===== config.mk =====
export PLATFORM = sky130hd
export DESIGN_NAME = heat_energy_accumulator_top
export DESIGN_NICKNAME = d
export VERILOG_FILES = /design/src/design/hea_pkg.sv /design/src/design/hea_div60.sv /design/src/design/hea_datapath.sv /design/src/design/hea_ctrl.sv /design/src/design/heat_energy_accumulator_top.sv
export SDC_FILE = /design/constraint.sdc
export NUM_CORES = 2
export LEC_CHECK = 0
export ABC_CLOCK_PERIOD_IN_PS = 8830
export BUFFER_PORTS_ARGS = -buffer_cell sky130_fd_sc_hd__buf_2
export CORE_ASPECT_RATIO = 1.4
export CORE_MARGIN = 8
export CORE_UTILIZATION = 23
export DETAILED_ROUTE_END_ITERATION = 10
export PLACE_DENSITY = 0.49
export REMOVE_ABC_BUFFERS = 1
export SETUP_SLACK_MARGIN = 0.15
export SLEW_MARGIN = 10
export SYNTH_ARGS = -nofsm -noshare
export SYNTH_HDL_FRONTEND = slang
export SYNTH_HIERARCHICAL = 1
export SYNTH_SLANG_ARGS = --single-unit

===== constraint.sdc =====
create_clock -name clock -period 8.83 [get_ports clock]
set_input_delay 0.883 -clock clock [delete_from_list [all_inputs] [get_ports clock]]
set_output_delay 0.883 -clock clock [all_outputs]
set_load 0.01 [all_outputs]

===== src/design/hea_pkg.sv =====
// ----------------------------------------------------------------------------
// hea_pkg
// shared types and constants of the heat energy accumulator
// ----------------------------------------------------------------------------
`default_nettype none

package hea_pkg;

   localparam logic [18:0] ENERGY_COEF    = 19'd274399;
   localparam int          ENERGY_SHIFT   = 20;
   localparam logic [11:0] SENSOR_INVALID = 12'h7FF;
   localparam logic [6:0]  DIVISOR        = 7'd60;
   // ceil(2^28/60), exact for 22-bit partial dividends below 60*2^16
   localparam logic [22:0] DIV60_RECIP    = 23'd4473925;
   localparam int          DIV60_SHIFT    = 28;

   typedef enum logic [3:0] {
      KIND_TEMP_IN    = 4'd0,
      KIND_TEMP_OUT   = 4'd1,
      KIND_FLOW_AVG   = 4'd2,
      KIND_POWER_AVG  = 4'd3,
      KIND_HOUR_FLOW  = 4'd4,
      KIND_HOUR_DELTA = 4'd5,
      KIND_DAY        = 4'd6,
      KIND_WEEK       = 4'd7,
      KIND_MONTH      = 4'd8
   } report_kind_type;

   typedef enum logic [4:0] {
      ST_IDLE,
      ST_MUL1,
      ST_MUL2,
      ST_ACCUM,
      ST_EMIT_TIN,
      ST_EMIT_TOUT,
      ST_DIV_FLOW,
      ST_WAIT_FLOW,
      ST_EMIT_FLOW,
      ST_DIV_ENERGY,
      ST_WAIT_ENERGY,
      ST_EMIT_POWER,
      ST_EMIT_HFLOW,
      ST_EMIT_HDELTA,
      ST_DAY_ADD,
      ST_EMIT_DAY,
      ST_EMIT_WEEK,
      ST_EMIT_MONTH
   } state_type;

   typedef struct packed {
      logic            load_in;
      logic            mul1;
      logic            mul2;
      logic            accum;
      logic            div_start;
      logic            div_sel_energy;
      logic            day_add;
      logic            out_load;
      report_kind_type kind;
      logic            last;
   } hea_cmd_type;

   typedef struct packed {
      logic sec0;
      logic min0;
      logic day0;
      logic wday1;
      logic mday1;
      logic div_busy;
      logic out_free;
   } hea_status_type;

endpackage

`default_nettype wire


===== src/design/hea_div60.sv =====
// ----------------------------------------------------------------------------
// hea_div60
// divider by 60, sixteen quotient bits per cycle by reciprocal multiply
// ----------------------------------------------------------------------------
`default_nettype none

module hea_div60 #(
   parameter int SUM_WIDTH = 32
) (
   input  wire logic                 clock,
   input  wire logic                 reset,
   input  wire logic                 start,
   input  wire logic [SUM_WIDTH-1:0] dividend,
   output logic                      busy,
   output logic [SUM_WIDTH-1:0]      quotient
);

   localparam int NDIG   = (SUM_WIDTH + 15) / 16;
   localparam int WORK_W = NDIG * 16;
   localparam int CNT_W  = $clog2(NDIG + 1);

   logic [WORK_W-1:0] work_ff, work_in;
   logic [5:0]        rem_ff, rem_in;
   logic [CNT_W-1:0]  count_ff, count_in;
   logic [21:0]       digit;
   logic [43:0]       recip;
   logic [15:0]       qdig;
   logic [21:0]       back;

   always_comb begin
      digit    = {rem_ff, work_ff[WORK_W-1 -: 16]};
      recip    = 44'(digit) * 44'(hea_pkg::DIV60_RECIP);
      qdig     = recip[43:hea_pkg::DIV60_SHIFT];
      back     = digit - 22'(qdig) * 22'(hea_pkg::DIVISOR);
      work_in  = work_ff;
      rem_in   = rem_ff;
      count_in = count_ff;
      if (start) begin
         work_in  = WORK_W'(dividend);
         rem_in   = '0;
         count_in = CNT_W'(NDIG);
      end else if (count_ff != '0) begin
         work_in  = {work_ff[WORK_W-17:0], qdig};
         rem_in   = back[5:0];
         count_in = count_ff - 1'b1;
      end
   end

   always_ff @(posedge clock) begin
      if (reset) begin
         rem_ff   <= '0;
         count_ff <= '0;
      end else begin
         rem_ff   <= rem_in;
         count_ff <= count_in;
      end
      work_ff <= work_in;
   end

   assign busy     = (count_ff != '0);
   assign quotient = work_ff[SUM_WIDTH-1:0];

   a_rem_below_divisor: assert property (@(posedge clock) disable iff (reset)
      {1'b0, rem_ff} < hea_pkg::DIVISOR)
      else $error("divider remainder out of range");

   a_count_bound: assert property (@(posedge clock) disable iff (reset)
      count_ff <= CNT_W'(NDIG))
      else $error("divider count out of range");

endmodule

`default_nettype wire


===== src/design/hea_datapath.sv =====
// ----------------------------------------------------------------------------
// hea_datapath
// input capture, energy multiply, running sums, divider and output register
// ----------------------------------------------------------------------------
`default_nettype none

module hea_datapath #(
   parameter int SUM_WIDTH = 32
) (
   input  wire logic                   clock,
   input  wire logic                   reset,
   input  wire logic [11:0]            req_temp_in,
   input  wire logic [11:0]            req_temp_out,
   input  wire logic [23:0]            req_flow_this_second,
   input  wire logic [5:0]             req_second_now,
   input  wire logic [5:0]             req_minute_now,
   input  wire logic [4:0]             req_hour_now,
   input  wire logic [2:0]             req_week_day,
   input  wire logic [4:0]             req_month_day,
   input  wire logic                   csr_valid,
   input  wire logic                   csr_hot_mode,
   input  wire logic                   rsp_ready,
   output logic                        rsp_valid,
   output logic [3:0]                  rsp_report_kind,
   output logic [31:0]                 rsp_report_value,
   output logic                        rsp_last_report,
   input  wire hea_pkg::hea_cmd_type   cmd,
   output hea_pkg::hea_status_type     status
);

   function automatic logic [SUM_WIDTH-1:0] to_sum(input logic [34:0] v);
      logic [SUM_WIDTH+34:0] t;
      t = {{SUM_WIDTH{1'b0}}, v};
      return t[SUM_WIDTH-1:0];
   endfunction

   function automatic logic [31:0] low32(input logic [SUM_WIDTH-1:0] v);
      logic [SUM_WIDTH+31:0] t;
      t = {32'd0, v};
      return t[31:0];
   endfunction

   logic                 hot_mode_ff;
   logic [11:0]          t_in_ff, t_out_ff;
   logic [23:0]          flow_ff;
   logic                 sec0_ff, min0_ff, day0_ff, wday1_ff, mday1_ff;
   logic [11:0]          dt_ff, dt_in;
   logic [30:0]          prod1_ff, prod1_in;
   logic [54:0]          prod2_ff;
   logic [34:0]          energy;
   logic signed [12:0]   ext_in, ext_out, diff;
   logic [SUM_WIDTH-1:0] mf_ff, me_ff, hd_ff, hf_ff, de_ff, we_ff, mo_ff;
   logic [SUM_WIDTH-1:0] mf_in, me_in, hd_in, hf_in, de_in, we_in, mo_in;
   logic [SUM_WIDTH-1:0] quotient;
   logic                 div_busy;
   logic                 rsp_valid_ff;
   logic [3:0]           kind_ff;
   logic [31:0]          value_ff, value_in;
   logic                 last_ff;

   // temperature difference and energy product
   always_comb begin
      ext_in  = $signed({t_in_ff[11], t_in_ff});
      ext_out = $signed({t_out_ff[11], t_out_ff});
      diff    = hot_mode_ff ? (ext_in - ext_out) : (ext_out - ext_in);
      if (diff[12] || t_in_ff == hea_pkg::SENSOR_INVALID
          || t_out_ff == hea_pkg::SENSOR_INVALID) begin
         dt_in = '0;
      end else begin
         dt_in = diff[11:0];
      end
      prod1_in = 31'(hea_pkg::ENERGY_COEF) * 31'(dt_in);
      energy   = prod2_ff[54:hea_pkg::ENERGY_SHIFT];
   end

   always_ff @(posedge clock) begin
      if (cmd.load_in) begin
         t_in_ff  <= req_temp_in;
         t_out_ff <= req_temp_out;
         flow_ff  <= req_flow_this_second;
         sec0_ff  <= (req_second_now == 6'd0);
         min0_ff  <= (req_second_now == 6'd0) && (req_minute_now == 6'd0);
         day0_ff  <= (req_second_now == 6'd0) && (req_minute_now == 6'd0)
                     && (req_hour_now == 5'd0);
         wday1_ff <= (req_week_day == 3'd1);
         mday1_ff <= (req_month_day == 5'd1);
      end
      if (cmd.mul1) begin
         dt_ff    <= dt_in;
         prod1_ff <= prod1_in;
      end
      if (cmd.mul2) begin
         prod2_ff <= 55'(prod1_ff) * 55'(flow_ff);
      end
   end

   // running sums
   always_comb begin
      mf_in = mf_ff;
      me_in = me_ff;
      hd_in = hd_ff;
      hf_in = hf_ff;
      de_in = de_ff;
      we_in = we_ff;
      mo_in = mo_ff;
      if (cmd.accum) begin
         mf_in = mf_ff + to_sum({11'd0, flow_ff});
         me_in = me_ff + to_sum(energy);
         hd_in = hd_ff + to_sum({23'd0, dt_ff});
         de_in = de_ff + to_sum(energy);
      end
      if (cmd.day_add) begin
         we_in = we_ff + de_ff;
         mo_in = mo_ff + de_ff;
      end
      if (cmd.out_load) begin
         case (cmd.kind)
            hea_pkg::KIND_POWER_AVG: begin
               hf_in = hf_ff + mf_ff;
               mf_in = '0;
               me_in = '0;
            end
            hea_pkg::KIND_HOUR_FLOW:  hf_in = '0;
            hea_pkg::KIND_HOUR_DELTA: hd_in = '0;
            hea_pkg::KIND_DAY:        de_in = '0;
            hea_pkg::KIND_WEEK:       we_in = '0;
            hea_pkg::KIND_MONTH:      mo_in = '0;
            default: ;
         endcase
      end
   end

   always_ff @(posedge clock) begin
      if (reset) begin
         hot_mode_ff <= 1'b0;
         mf_ff       <= '0;
         me_ff       <= '0;
         hd_ff       <= '0;
         hf_ff       <= '0;
         de_ff       <= '0;
         we_ff       <= '0;
         mo_ff       <= '0;
      end else begin
         if (csr_valid) begin
            hot_mode_ff <= csr_hot_mode;
         end
         mf_ff <= mf_in;
         me_ff <= me_in;
         hd_ff <= hd_in;
         hf_ff <= hf_in;
         de_ff <= de_in;
         we_ff <= we_in;
         mo_ff <= mo_in;
      end
   end

   hea_div60 #(
      .SUM_WIDTH(SUM_WIDTH)
   ) u_div (
      .clock   (clock),
      .reset   (reset),
      .start   (cmd.div_start),
      .dividend(cmd.div_sel_energy ? me_ff : mf_ff),
      .busy    (div_busy),
      .quotient(quotient)
   );

   // report word select
   always_comb begin
      case (cmd.kind) inside
         hea_pkg::KIND_TEMP_IN:    value_in = {{20{t_in_ff[11]}}, t_in_ff};
         hea_pkg::KIND_TEMP_OUT:   value_in = {{20{t_out_ff[11]}}, t_out_ff};
         hea_pkg::KIND_FLOW_AVG,
         hea_pkg::KIND_POWER_AVG:  value_in = low32(quotient);
         hea_pkg::KIND_HOUR_FLOW:  value_in = low32(hf_ff);
         hea_pkg::KIND_HOUR_DELTA: value_in = low32(hd_ff >> 4);
         hea_pkg::KIND_DAY:        value_in = low32(de_ff);
         hea_pkg::KIND_WEEK:       value_in = low32(we_ff);
         hea_pkg::KIND_MONTH:      value_in = low32(mo_ff);
         default:                  value_in = '0;
      endcase
   end

   always_ff @(posedge clock) begin
      if (reset) begin
         rsp_valid_ff <= 1'b0;
      end else if (cmd.out_load) begin
         rsp_valid_ff <= 1'b1;
      end else if (rsp_ready) begin
         rsp_valid_ff <= 1'b0;
      end
      if (cmd.out_load) begin
         kind_ff  <= cmd.kind;
         value_ff <= value_in;
         last_ff  <= cmd.last;
      end
   end

   assign rsp_valid        = rsp_valid_ff;
   assign rsp_report_kind  = kind_ff;
   assign rsp_report_value = value_ff;
   assign rsp_last_report  = last_ff;

   assign status = '{
      sec0:     sec0_ff,
      min0:     min0_ff,
      day0:     day0_ff,
      wday1:    wday1_ff,
      mday1:    mday1_ff,
      div_busy: div_busy,
      out_free: !rsp_valid_ff || rsp_ready
   };

endmodule

`default_nettype wire


===== src/design/hea_ctrl.sv =====
// ----------------------------------------------------------------------------
// hea_ctrl
// sequencer for multiply, accumulate, division and report emission
// ----------------------------------------------------------------------------
`default_nettype none

module hea_ctrl (
   input  wire logic                    clock,
   input  wire logic                    reset,
   input  wire logic                    req_valid,
   output logic                         req_ready,
   input  wire hea_pkg::hea_status_type status,
   output hea_pkg::hea_cmd_type         cmd
);

   hea_pkg::state_type state_ff, state_in;

   always_comb begin
      state_in = state_ff;
      unique case (state_ff)
         hea_pkg::ST_IDLE:        if (req_valid) state_in = hea_pkg::ST_MUL1;
         hea_pkg::ST_MUL1:        state_in = hea_pkg::ST_MUL2;
         hea_pkg::ST_MUL2:        state_in = hea_pkg::ST_ACCUM;
         hea_pkg::ST_ACCUM:
            state_in = status.sec0 ? hea_pkg::ST_EMIT_TIN : hea_pkg::ST_IDLE;
         hea_pkg::ST_EMIT_TIN:
            if (status.out_free) state_in = hea_pkg::ST_EMIT_TOUT;
         hea_pkg::ST_EMIT_TOUT:
            if (status.out_free) state_in = hea_pkg::ST_DIV_FLOW;
         hea_pkg::ST_DIV_FLOW:    state_in = hea_pkg::ST_WAIT_FLOW;
         hea_pkg::ST_WAIT_FLOW:
            if (!status.div_busy) state_in = hea_pkg::ST_EMIT_FLOW;
         hea_pkg::ST_EMIT_FLOW:
            if (status.out_free) state_in = hea_pkg::ST_DIV_ENERGY;
         hea_pkg::ST_DIV_ENERGY:  state_in = hea_pkg::ST_WAIT_ENERGY;
         hea_pkg::ST_WAIT_ENERGY:
            if (!status.div_busy) state_in = hea_pkg::ST_EMIT_POWER;
         hea_pkg::ST_EMIT_POWER:
            if (status.out_free) begin
               state_in = status.min0 ? hea_pkg::ST_EMIT_HFLOW : hea_pkg::ST_IDLE;
            end
         hea_pkg::ST_EMIT_HFLOW:
            if (status.out_free) state_in = hea_pkg::ST_EMIT_HDELTA;
         hea_pkg::ST_EMIT_HDELTA:
            if (status.out_free) begin
               state_in = status.day0 ? hea_pkg::ST_DAY_ADD : hea_pkg::ST_IDLE;
            end
         hea_pkg::ST_DAY_ADD:     state_in = hea_pkg::ST_EMIT_DAY;
         hea_pkg::ST_EMIT_DAY:
            if (status.out_free) begin
               if (status.wday1) begin
                  state_in = hea_pkg::ST_EMIT_WEEK;
               end else if (status.mday1) begin
                  state_in = hea_pkg::ST_EMIT_MONTH;
               end else begin
                  state_in = hea_pkg::ST_IDLE;
               end
            end
         hea_pkg::ST_EMIT_WEEK:
            if (status.out_free) begin
               state_in = status.mday1 ? hea_pkg::ST_EMIT_MONTH : hea_pkg::ST_IDLE;
            end
         hea_pkg::ST_EMIT_MONTH:
            if (status.out_free) state_in = hea_pkg::ST_IDLE;
         default:                 state_in = hea_pkg::ST_IDLE;
      endcase
   end

   always_comb begin
      cmd           = '0;
      cmd.kind      = hea_pkg::KIND_TEMP_IN;
      req_ready     = 1'b0;
      unique case (state_ff)
         hea_pkg::ST_IDLE: begin
            req_ready   = 1'b1;
            cmd.load_in = req_valid;
         end
         hea_pkg::ST_MUL1:  cmd.mul1  = 1'b1;
         hea_pkg::ST_MUL2:  cmd.mul2  = 1'b1;
         hea_pkg::ST_ACCUM: cmd.accum = 1'b1;
         hea_pkg::ST_EMIT_TIN: begin
            cmd.kind     = hea_pkg::KIND_TEMP_IN;
            cmd.out_load = status.out_free;
         end
         hea_pkg::ST_EMIT_TOUT: begin
            cmd.kind     = hea_pkg::KIND_TEMP_OUT;
            cmd.out_load = status.out_free;
         end
         hea_pkg::ST_DIV_FLOW:  cmd.div_start = 1'b1;
         hea_pkg::ST_WAIT_FLOW: cmd.kind      = hea_pkg::KIND_FLOW_AVG;
         hea_pkg::ST_EMIT_FLOW: begin
            cmd.kind     = hea_pkg::KIND_FLOW_AVG;
            cmd.out_load = status.out_free;
         end
         hea_pkg::ST_DIV_ENERGY: begin
            cmd.div_start      = 1'b1;
            cmd.div_sel_energy = 1'b1;
         end
         hea_pkg::ST_WAIT_ENERGY: cmd.kind = hea_pkg::KIND_POWER_AVG;
         hea_pkg::ST_EMIT_POWER: begin
            cmd.kind     = hea_pkg::KIND_POWER_AVG;
            cmd.out_load = status.out_free;
            cmd.last     = !status.min0;
         end
         hea_pkg::ST_EMIT_HFLOW: begin
            cmd.kind     = hea_pkg::KIND_HOUR_FLOW;
            cmd.out_load = status.out_free;
         end
         hea_pkg::ST_EMIT_HDELTA: begin
            cmd.kind     = hea_pkg::KIND_HOUR_DELTA;
            cmd.out_load = status.out_free;
            cmd.last     = !status.day0;
         end
         hea_pkg::ST_DAY_ADD: cmd.day_add = 1'b1;
         hea_pkg::ST_EMIT_DAY: begin
            cmd.kind     = hea_pkg::KIND_DAY;
            cmd.out_load = status.out_free;
            cmd.last     = !status.wday1 && !status.mday1;
         end
         hea_pkg::ST_EMIT_WEEK: begin
            cmd.kind     = hea_pkg::KIND_WEEK;
            cmd.out_load = status.out_free;
            cmd.last     = !status.mday1;
         end
         hea_pkg::ST_EMIT_MONTH: begin
            cmd.kind     = hea_pkg::KIND_MONTH;
            cmd.out_load = status.out_free;
            cmd.last     = 1'b1;
         end
         default: ;
      endcase
   end

   always_ff @(posedge clock) begin
      if (reset) begin
         state_ff <= hea_pkg::ST_IDLE;
      end else begin
         state_ff <= state_in;
      end
   end

   a_load_when_free: assert property (@(posedge clock) disable iff (reset)
      cmd.out_load |-> status.out_free)
      else $error("output register overwritten");

   a_start_when_idle: assert property (@(posedge clock) disable iff (reset)
      cmd.div_start |-> !status.div_busy)
      else $error("divider restarted while busy");

   a_last_ends_tick: assert property (@(posedge clock) disable iff (reset)
      cmd.out_load && cmd.last |=> state_ff == hea_pkg::ST_IDLE)
      else $error("last word did not end the tick");

endmodule

`default_nettype wire


===== src/design/heat_energy_accumulator_top.sv =====
// ----------------------------------------------------------------------------
// heat_energy_accumulator_top
// per-second heat energy accumulation with minute to month reports
// ----------------------------------------------------------------------------
// req_* carries one tick word per second: temperatures, flow and time.
// csr_* writes hot_mode; the user writes it only while the block is idle,
// which the block itself does not enforce; csr_ready is always 1.
// rsp_* returns report words in order, last_report marks the final word of
// a tick. A tick with no boundary returns no word.
// Each tick passes two multiply stages (coefficient times dT, then times
// flow) and one accumulate stage. On a minute boundary two divisions by 60
// run on a divider that settles 16 quotient bits per cycle; an hour boundary
// adds the hour reports and a day boundary the day report, plus the week
// report on week day 1 and the month report on month day 1.
// The last report sits in the output register while the next tick is taken.
// With a word waiting and rsp_ready low the sequencer holds at the next emit
// step; no further tick is taken until all of the tick's reports are loaded.
// Synchronous reset clears all sums, hot_mode and the output valid.
// ----------------------------------------------------------------------------
`default_nettype none

module heat_energy_accumulator_top #(
   parameter int SUM_WIDTH = 32
) (
   input  wire logic        clock,
   input  wire logic        reset,
   input  wire logic        req_valid,
   output logic             req_ready,
   input  wire logic [11:0] req_temp_in,
   input  wire logic [11:0] req_temp_out,
   input  wire logic [23:0] req_flow_this_second,
   input  wire logic [5:0]  req_second_now,
   input  wire logic [5:0]  req_minute_now,
   input  wire logic [4:0]  req_hour_now,
   input  wire logic [2:0]  req_week_day,
   input  wire logic [4:0]  req_month_day,
   input  wire logic        csr_valid,
   output logic             csr_ready,
   input  wire logic        csr_hot_mode,
   output logic             rsp_valid,
   input  wire logic        rsp_ready,
   output logic [3:0]       rsp_report_kind,
   output logic [31:0]      rsp_report_value,
   output logic             rsp_last_report
);

   hea_pkg::hea_cmd_type    cmd;
   hea_pkg::hea_status_type status;

   assign csr_ready = 1'b1;

   hea_ctrl u_ctrl (
      .clock    (clock),
      .reset    (reset),
      .req_valid(req_valid),
      .req_ready(req_ready),
      .status   (status),
      .cmd      (cmd)
   );

   hea_datapath #(
      .SUM_WIDTH(SUM_WIDTH)
   ) u_datapath (
      .clock               (clock),
      .reset               (reset),
      .req_temp_in         (req_temp_in),
      .req_temp_out        (req_temp_out),
      .req_flow_this_second(req_flow_this_second),
      .req_second_now      (req_second_now),
      .req_minute_now      (req_minute_now),
      .req_hour_now        (req_hour_now),
      .req_week_day        (req_week_day),
      .req_month_day       (req_month_day),
      .csr_valid           (csr_valid),
      .csr_hot_mode        (csr_hot_mode),
      .rsp_ready           (rsp_ready),
      .rsp_valid           (rsp_valid),
      .rsp_report_kind     (rsp_report_kind),
      .rsp_report_value    (rsp_report_value),
      .rsp_last_report     (rsp_last_report),
      .cmd                 (cmd),
      .status              (status)
   );

endmodule

`default_nettype wire

; Word level (Yosys, flattened, before mapping)
; Index checks and enable logic that the tools add are counted.
[classes]
n_eq_ne = 41
reduce_logical = 28
muxes = 65
addsub = 11
multipliers = 4
[op_table]
columns = cell, n
row1 = $mux 32, 29
row2 = $add 32x32->32, 5
row3 = $pmux 5 s18, 1
row4 = $mux 5, 14
row5 = $pmux 32 s2, 1
row6 = $mul 31x24->52, 1
row7 = $mul 22x23->44 const B, 1
row8 = $eq 5x4->1 const B, 8
row9 = $add 32x12->32, 1
row10 = $add 32x24->32, 1
row11 = $pmux 4 s8, 1
row12 = $mul 19x12->31 const A, 1
row13 = $sub 12x12->13, 2
row14 = $eq 12x11->1 const B, 2
row15 = $ne 2x2->1 const B, 12
row16 = $eq 5x3->1 const B, 4
row17 = $eq 4x3->1 const B, 4
row18 = $mul 16x4->4 const B, 1
row19 = $mux 13, 1
row20 = $logic_not 6->1, 2
row21 = $mux 12, 1
row22 = $reduce_and 12->1, 1
row23 = $mux 1, 11
row24 = $eq 5x1->1 const B, 2
row25 = 21 further kinds, 42
[word_totals]
ff_bits = 456
output_inout_bits = 40

; Depth between registers and ports, before layout
[depth]
word_depth = 12
ltp_mapped = 36

; By module
; The synthesis kept the hierarchy.
[by_module_without_submodules]
columns = module, cells_each, n_inst, seq_area_each_um2, area_per_inst_um2
row1 = hea_datapath, 5545, 1, 9449.1, 50703.6
row2 = hea_div60, 651, 1, 1121.1, 6641.4
row3 = hea_ctrl, 103, 1, 100.1, 668.1
row4 = heat_energy_accumulator_top, 2, 1, 0.0, 11.3

; Worst setup path before layout
; Ideal clock, no wire load.
[synth_timing]
path_type = reg2reg
start = reg u_datapath.t_out_ff[0]
end = reg u_datapath.prod1_ff[24], data pin
stages_incl_launch_ff = 36
n_path_buf = 2
path_slack_ns = 0.744
t_arrival_ns = 7.828
cell_sequence = edfxtp_1 -> inv_1 -> ha_1 -> inv_1 -> fa_1 -> a211oi_1 -> a21oi_1 -> a221o_1 -> a31oi_1 -> o21ai_1 -> a31oi_1 -> nor2b_1 -> nor3_1 -> a2111o_1 -> buf_2 -> nor2_1 -> fa_1 -> inv_1 -> fa_1 -> inv_1 -> fa_1 -> fa_1 -> inv_1 -> fa_1 -> inv_1 -> ha_1 -> clkbuf_1 -> a21oi_1 -> nor2_1 -> o31a_1 -> a311o_1 -> a21o_1 -> a21oi_1 -> o21bai_1 -> a21oi_1 -> xnor2_1
[synth_via]
elab_chain_cells = 6
[synth_rtl]
columns = item, line
row1 = from (decl), hea_datapath.sv:44  ; logic [11:0] t_in_ff, t_out_ff;
row2 = from (signal assigned), hea_datapath.sv:79  ; t_out_ff <= req_temp_out;
row3 = $sub 12x12->13, hea_datapath.sv:65  ; diff = hot_mode_ff ? (ext_in - ext_out) : (ext_out - ext_in);
row4 = $mux 13, hea_datapath.sv:65
row5 = $logic_or 1x1->1, hea_datapath.sv:66  ; if (diff[12] || t_in_ff == hea_pkg::SENSOR_INVALID
row6 = $logic_or 1x1->1, hea_datapath.sv:67  ; || t_out_ff == hea_pkg::SENSOR_INVALID) begin
row7 = $mux 12 (*), hea_datapath.sv:66
row8 = net u_datapath.dt_in[3], hea_datapath.sv:47  ; logic [11:0] dt_ff, dt_in;
row9 = $mul 19x12->31 (*), hea_datapath.sv:72  ; prod1_in = 31'(hea_pkg::ENERGY_COEF) * 31'(dt_in);
row10 = net u_datapath.prod1_in[24], hea_datapath.sv:48  ; logic [30:0] prod1_ff, prod1_in;
row11 = to (signal assigned), hea_datapath.sv:90  ; prod1_ff <= prod1_in;
row12 = to (decl), hea_datapath.sv:48
; Mark *: on every way through the listed nets, which the timed path passes. The rest lies on a longest branch.
; A chain may end at the register's enable or synchronous reset.

; Worst setup path in the final report
[layout_timing]
start = reg u_datapath.t_out_ff[0]
end = reg u_datapath.prod1_ff[30], data pin
; Same word-level chain as after synthesis.

==> flow_summary.yaml <==
yosys:
  yosysWarnings: 6
  ys_ff_latch: 435
  syn_area_um2: 58000
  synthArstFlopShare_pct: 0
  ys.flop_type: "dfxtp_1"
  postSynthAreaPerCell_um2: 9.21
  synthDistinctLibCells: 108
  synth-seq-area-share_pct: 18.4
  synthCells: 6301
  synth-edff-count: 196
timing:
  fin_skew_ns: 0.0692
  finalCritPeriodShare_pct: 93.5
  drv_slew: 0
  rsz0062_at_grt: "true"
  finalHoldViolCount: 0
  min_period_ns: 8.26
  setup_violations: 0
  fin_tns_setup_ns: 0
  fin_ws_ns: 0.571
  slew_headroom_pct: 18.2
  fmaxAchievable_ghz: 0.121
  worstMarginPinSlew_ns: 1.23
clock_network:
  cts_tree: "yes"
  clockBufferDepth: 3
  holdBufCountCts: 0
  clk_transition_reported_paths_ns: 0.06
  clock-sinks: 435
  cts_buffers: 57
  clk-insertion-delay-late_ns: 0.69
  root_buffer: "clkbuf_16"
  htreeDepth: 2
placement:
  post-place-ws_ns: 0.160
  placement.io_buffers: 117
  dpl.hpwl_um: 157000
  place_area_um2: 63000
  place.gp.congestion: 0.894
layout:
  mostFrequentLayoutCells: "inv_1, fa_1, nand2_1"
  fin_area_um2: 65100
  layout-drive-gt1-share_pct: 8.24
  final_common_cell: "inv_1"
  areaGrowthSynthToFinish_pct: 12.2
  fillers: 27136
  ff_latch_area_um2: 10700
  multi_input_area_um2: 42800
  nets: 7864
setup_path:
  cp.required_ns: 9.21
  arrival_ns: 8.64
  crit_type: "register to register"
  critPathMaxStageDelay_ns: 0.58
  crit_path_frequent_cell: "fa_1"
  worst_path_max_delay_cell: "fa_1"
  cp-end-kind: "register"
  cp_num_buf_inv: 5
  critPathMaxFanout: 7
  cp_top_family: "adder cells"
  worst_setup_path_start_kind: "register"
route:
  wl_um: 194000
  drcViolationCount: 0
  detail_route.iter0.violations: 2536
  dr_total_vias: 45355
  routed_via_density: 4.66
  drt.antenna.violating_nets: 0
  wl_per_cell_um: 19.9
  first_pass_iters: 8
global_routing:
  grt_pass1_vias: 48535
  grt_overflow: 0
  grt_use_total_pct: 14.2
  grt_pass1_wl_um: 296000
  grt_max_degree: 62
  antenna_found_initial: 9
floorplan:
  num_rows: 218
  chipWidth_um: 441
  core_um2: 251000
  die_area_um2: 269000
  initial_utilization_pct: 23.1
  die_y_um: 610
  ios: 119
run_status:
  outcome: "finished, final reports clean"
run:
  maxCapViolCount: 0
hold_path:
  min_path_type: "input port to register"
[sequential cells by signal (all words and copies together) (netlist names), 2 cells and up]
name	count
u_datapath/de_ff	32
u_datapath/me_ff	32
u_datapath/prod1_ff	30
u_datapath/rsp_report_kind	4
u_datapath/u_div/count_ff	2
u_datapath/rsp_report_value	32
u_datapath/hf_ff	32
u_datapath/t_out_ff	12
u_datapath/u_div/quotient	32
u_datapath/flow_ff	24
u_datapath/we_ff	32
u_datapath/mo_ff	32
u_ctrl/state_ff	5
u_datapath/prod2_ff	32
u_datapath/u_div/rem_ff	6
u_datapath/t_in_ff	12
u_datapath/mf_ff	32
u_datapath/dt_ff	12
u_datapath/hd_ff	32
[per-layer routing]
layer	wire length (um)	global-route usage [%]
met5	0	0
met2	98900	25.9
met3	7510	1.22
met1	77400	16.7
met4	10600	6.64
[stage by stage]
step | utilization (%) | instances | hold slack [ns]
floorplan | - | 6050 | 0.438
global placement | 25.1 | 9618 | 0.452
detailed placement | 25.1 | 9618 | 0.460
CTS | 25.8 | 9727 | 0.292
global route | 25.9 | 9738 | 0.314
finish | 25.9 | 9742 | 0.363
[logic make-up (layout without fill, tap and decap cells)]
group,Yosys count,count (layout),synth area share [%]
simple gates,1685,1685,13.5
flops,435,435,18.4
other cells,1,11,0.00646
compound gates,1091,1091,12.4
fa+ha+maj,1401,1401,40.3
mux,182,182,3.25
buf+inv,1241,1372,8.17
xor+xnor,265,265,4.00
[timing repair]
action	in CTS	in global routing
gates resized for setup	0	23
buffers inserted	2	5
pin swaps	1	8
endpoints found under the setup margin	2	10
[Yosys cell counts (all sizes together), types with 12 or more instances]
cell type,instances,area share (%)
a211o,15,0.23
a211oi,59,0.79
a21o,131,1.7
a21oi,361,3.1
a221oi,20,0.32
a22o,15,0.23
a22oi,24,0.31
a31o,13,0.20
a31oi,34,0.39
and2,242,2.6
and3,45,0.51
buf,39,0.37
clkbuf,212,1.4
dfxtp,239,8.2
edfxtp,196,10
fa,778,27
ha,623,13
inv,989,6.4
mux2,49,0.95
mux2i,133,2.3
nand2,705,4.6
nand2b,43,0.46
nand3,50,0.46
nand4,27,0.29
nor2,385,2.5
nor2b,44,0.47
nor3,48,0.46
nor3b,14,0.18
nor4,12,0.16
o211ai,20,0.29
o21a,32,0.41
o21ai,171,1.5
o21bai,50,0.65
o22ai,23,0.25
o31ai,29,0.40
or2,13,0.14
or3,30,0.33
xnor2,172,2.6
xor2,93,1.4
[worst paths after layout]
kind / start / to / slack, ns / cells after the start
worst max-delay path: u_datapath/t_out_ff[0] / u_datapath/prod1_ff[30] / 0.57 / 31
worst max register to register: u_datapath/t_out_ff[0] / u_datapath/prod1_ff[30] / 0.57 / 31
worst min register to register: u_datapath/u_div/count_ff[0] / u_datapath/u_div/count_ff[0] / 0.47 / 1
worst min-delay path: req_flow_this_second[16] / u_datapath/flow_ff[16] / 0.36 / 1
[worst register-to-register path, delay by kind of cell (launching register included)]
kind | cells | cell delay (ns)
AO/OA/AOI/OAI | 13 | 2.81
adder cells (fa/ha/maj) | 8 | 3.32
buffers and inverters | 5 | 0.64
flip-flops | 1 | 0.39
AND/OR/NAND/NOR | 5 | 0.83
[area by class of cell]
type | count | share of cell area, %
Timing Repair Buffer | 275 | 2.76
Sequential cell | 435 | 16.4
Inverter | 990 | 5.71
Clock buffer | 64 | 2.29
Clock inverter | 43 | 0.705
Tap cell | 3300 | 6.34
Antenna cell | 10 | 0.0384
Multi-Input combinational cell | 4625 | 65.8
Power is left out: the tool's default activity adds up to more than one toggle a clock period on the data nets, which glitch-free logic cannot reach.
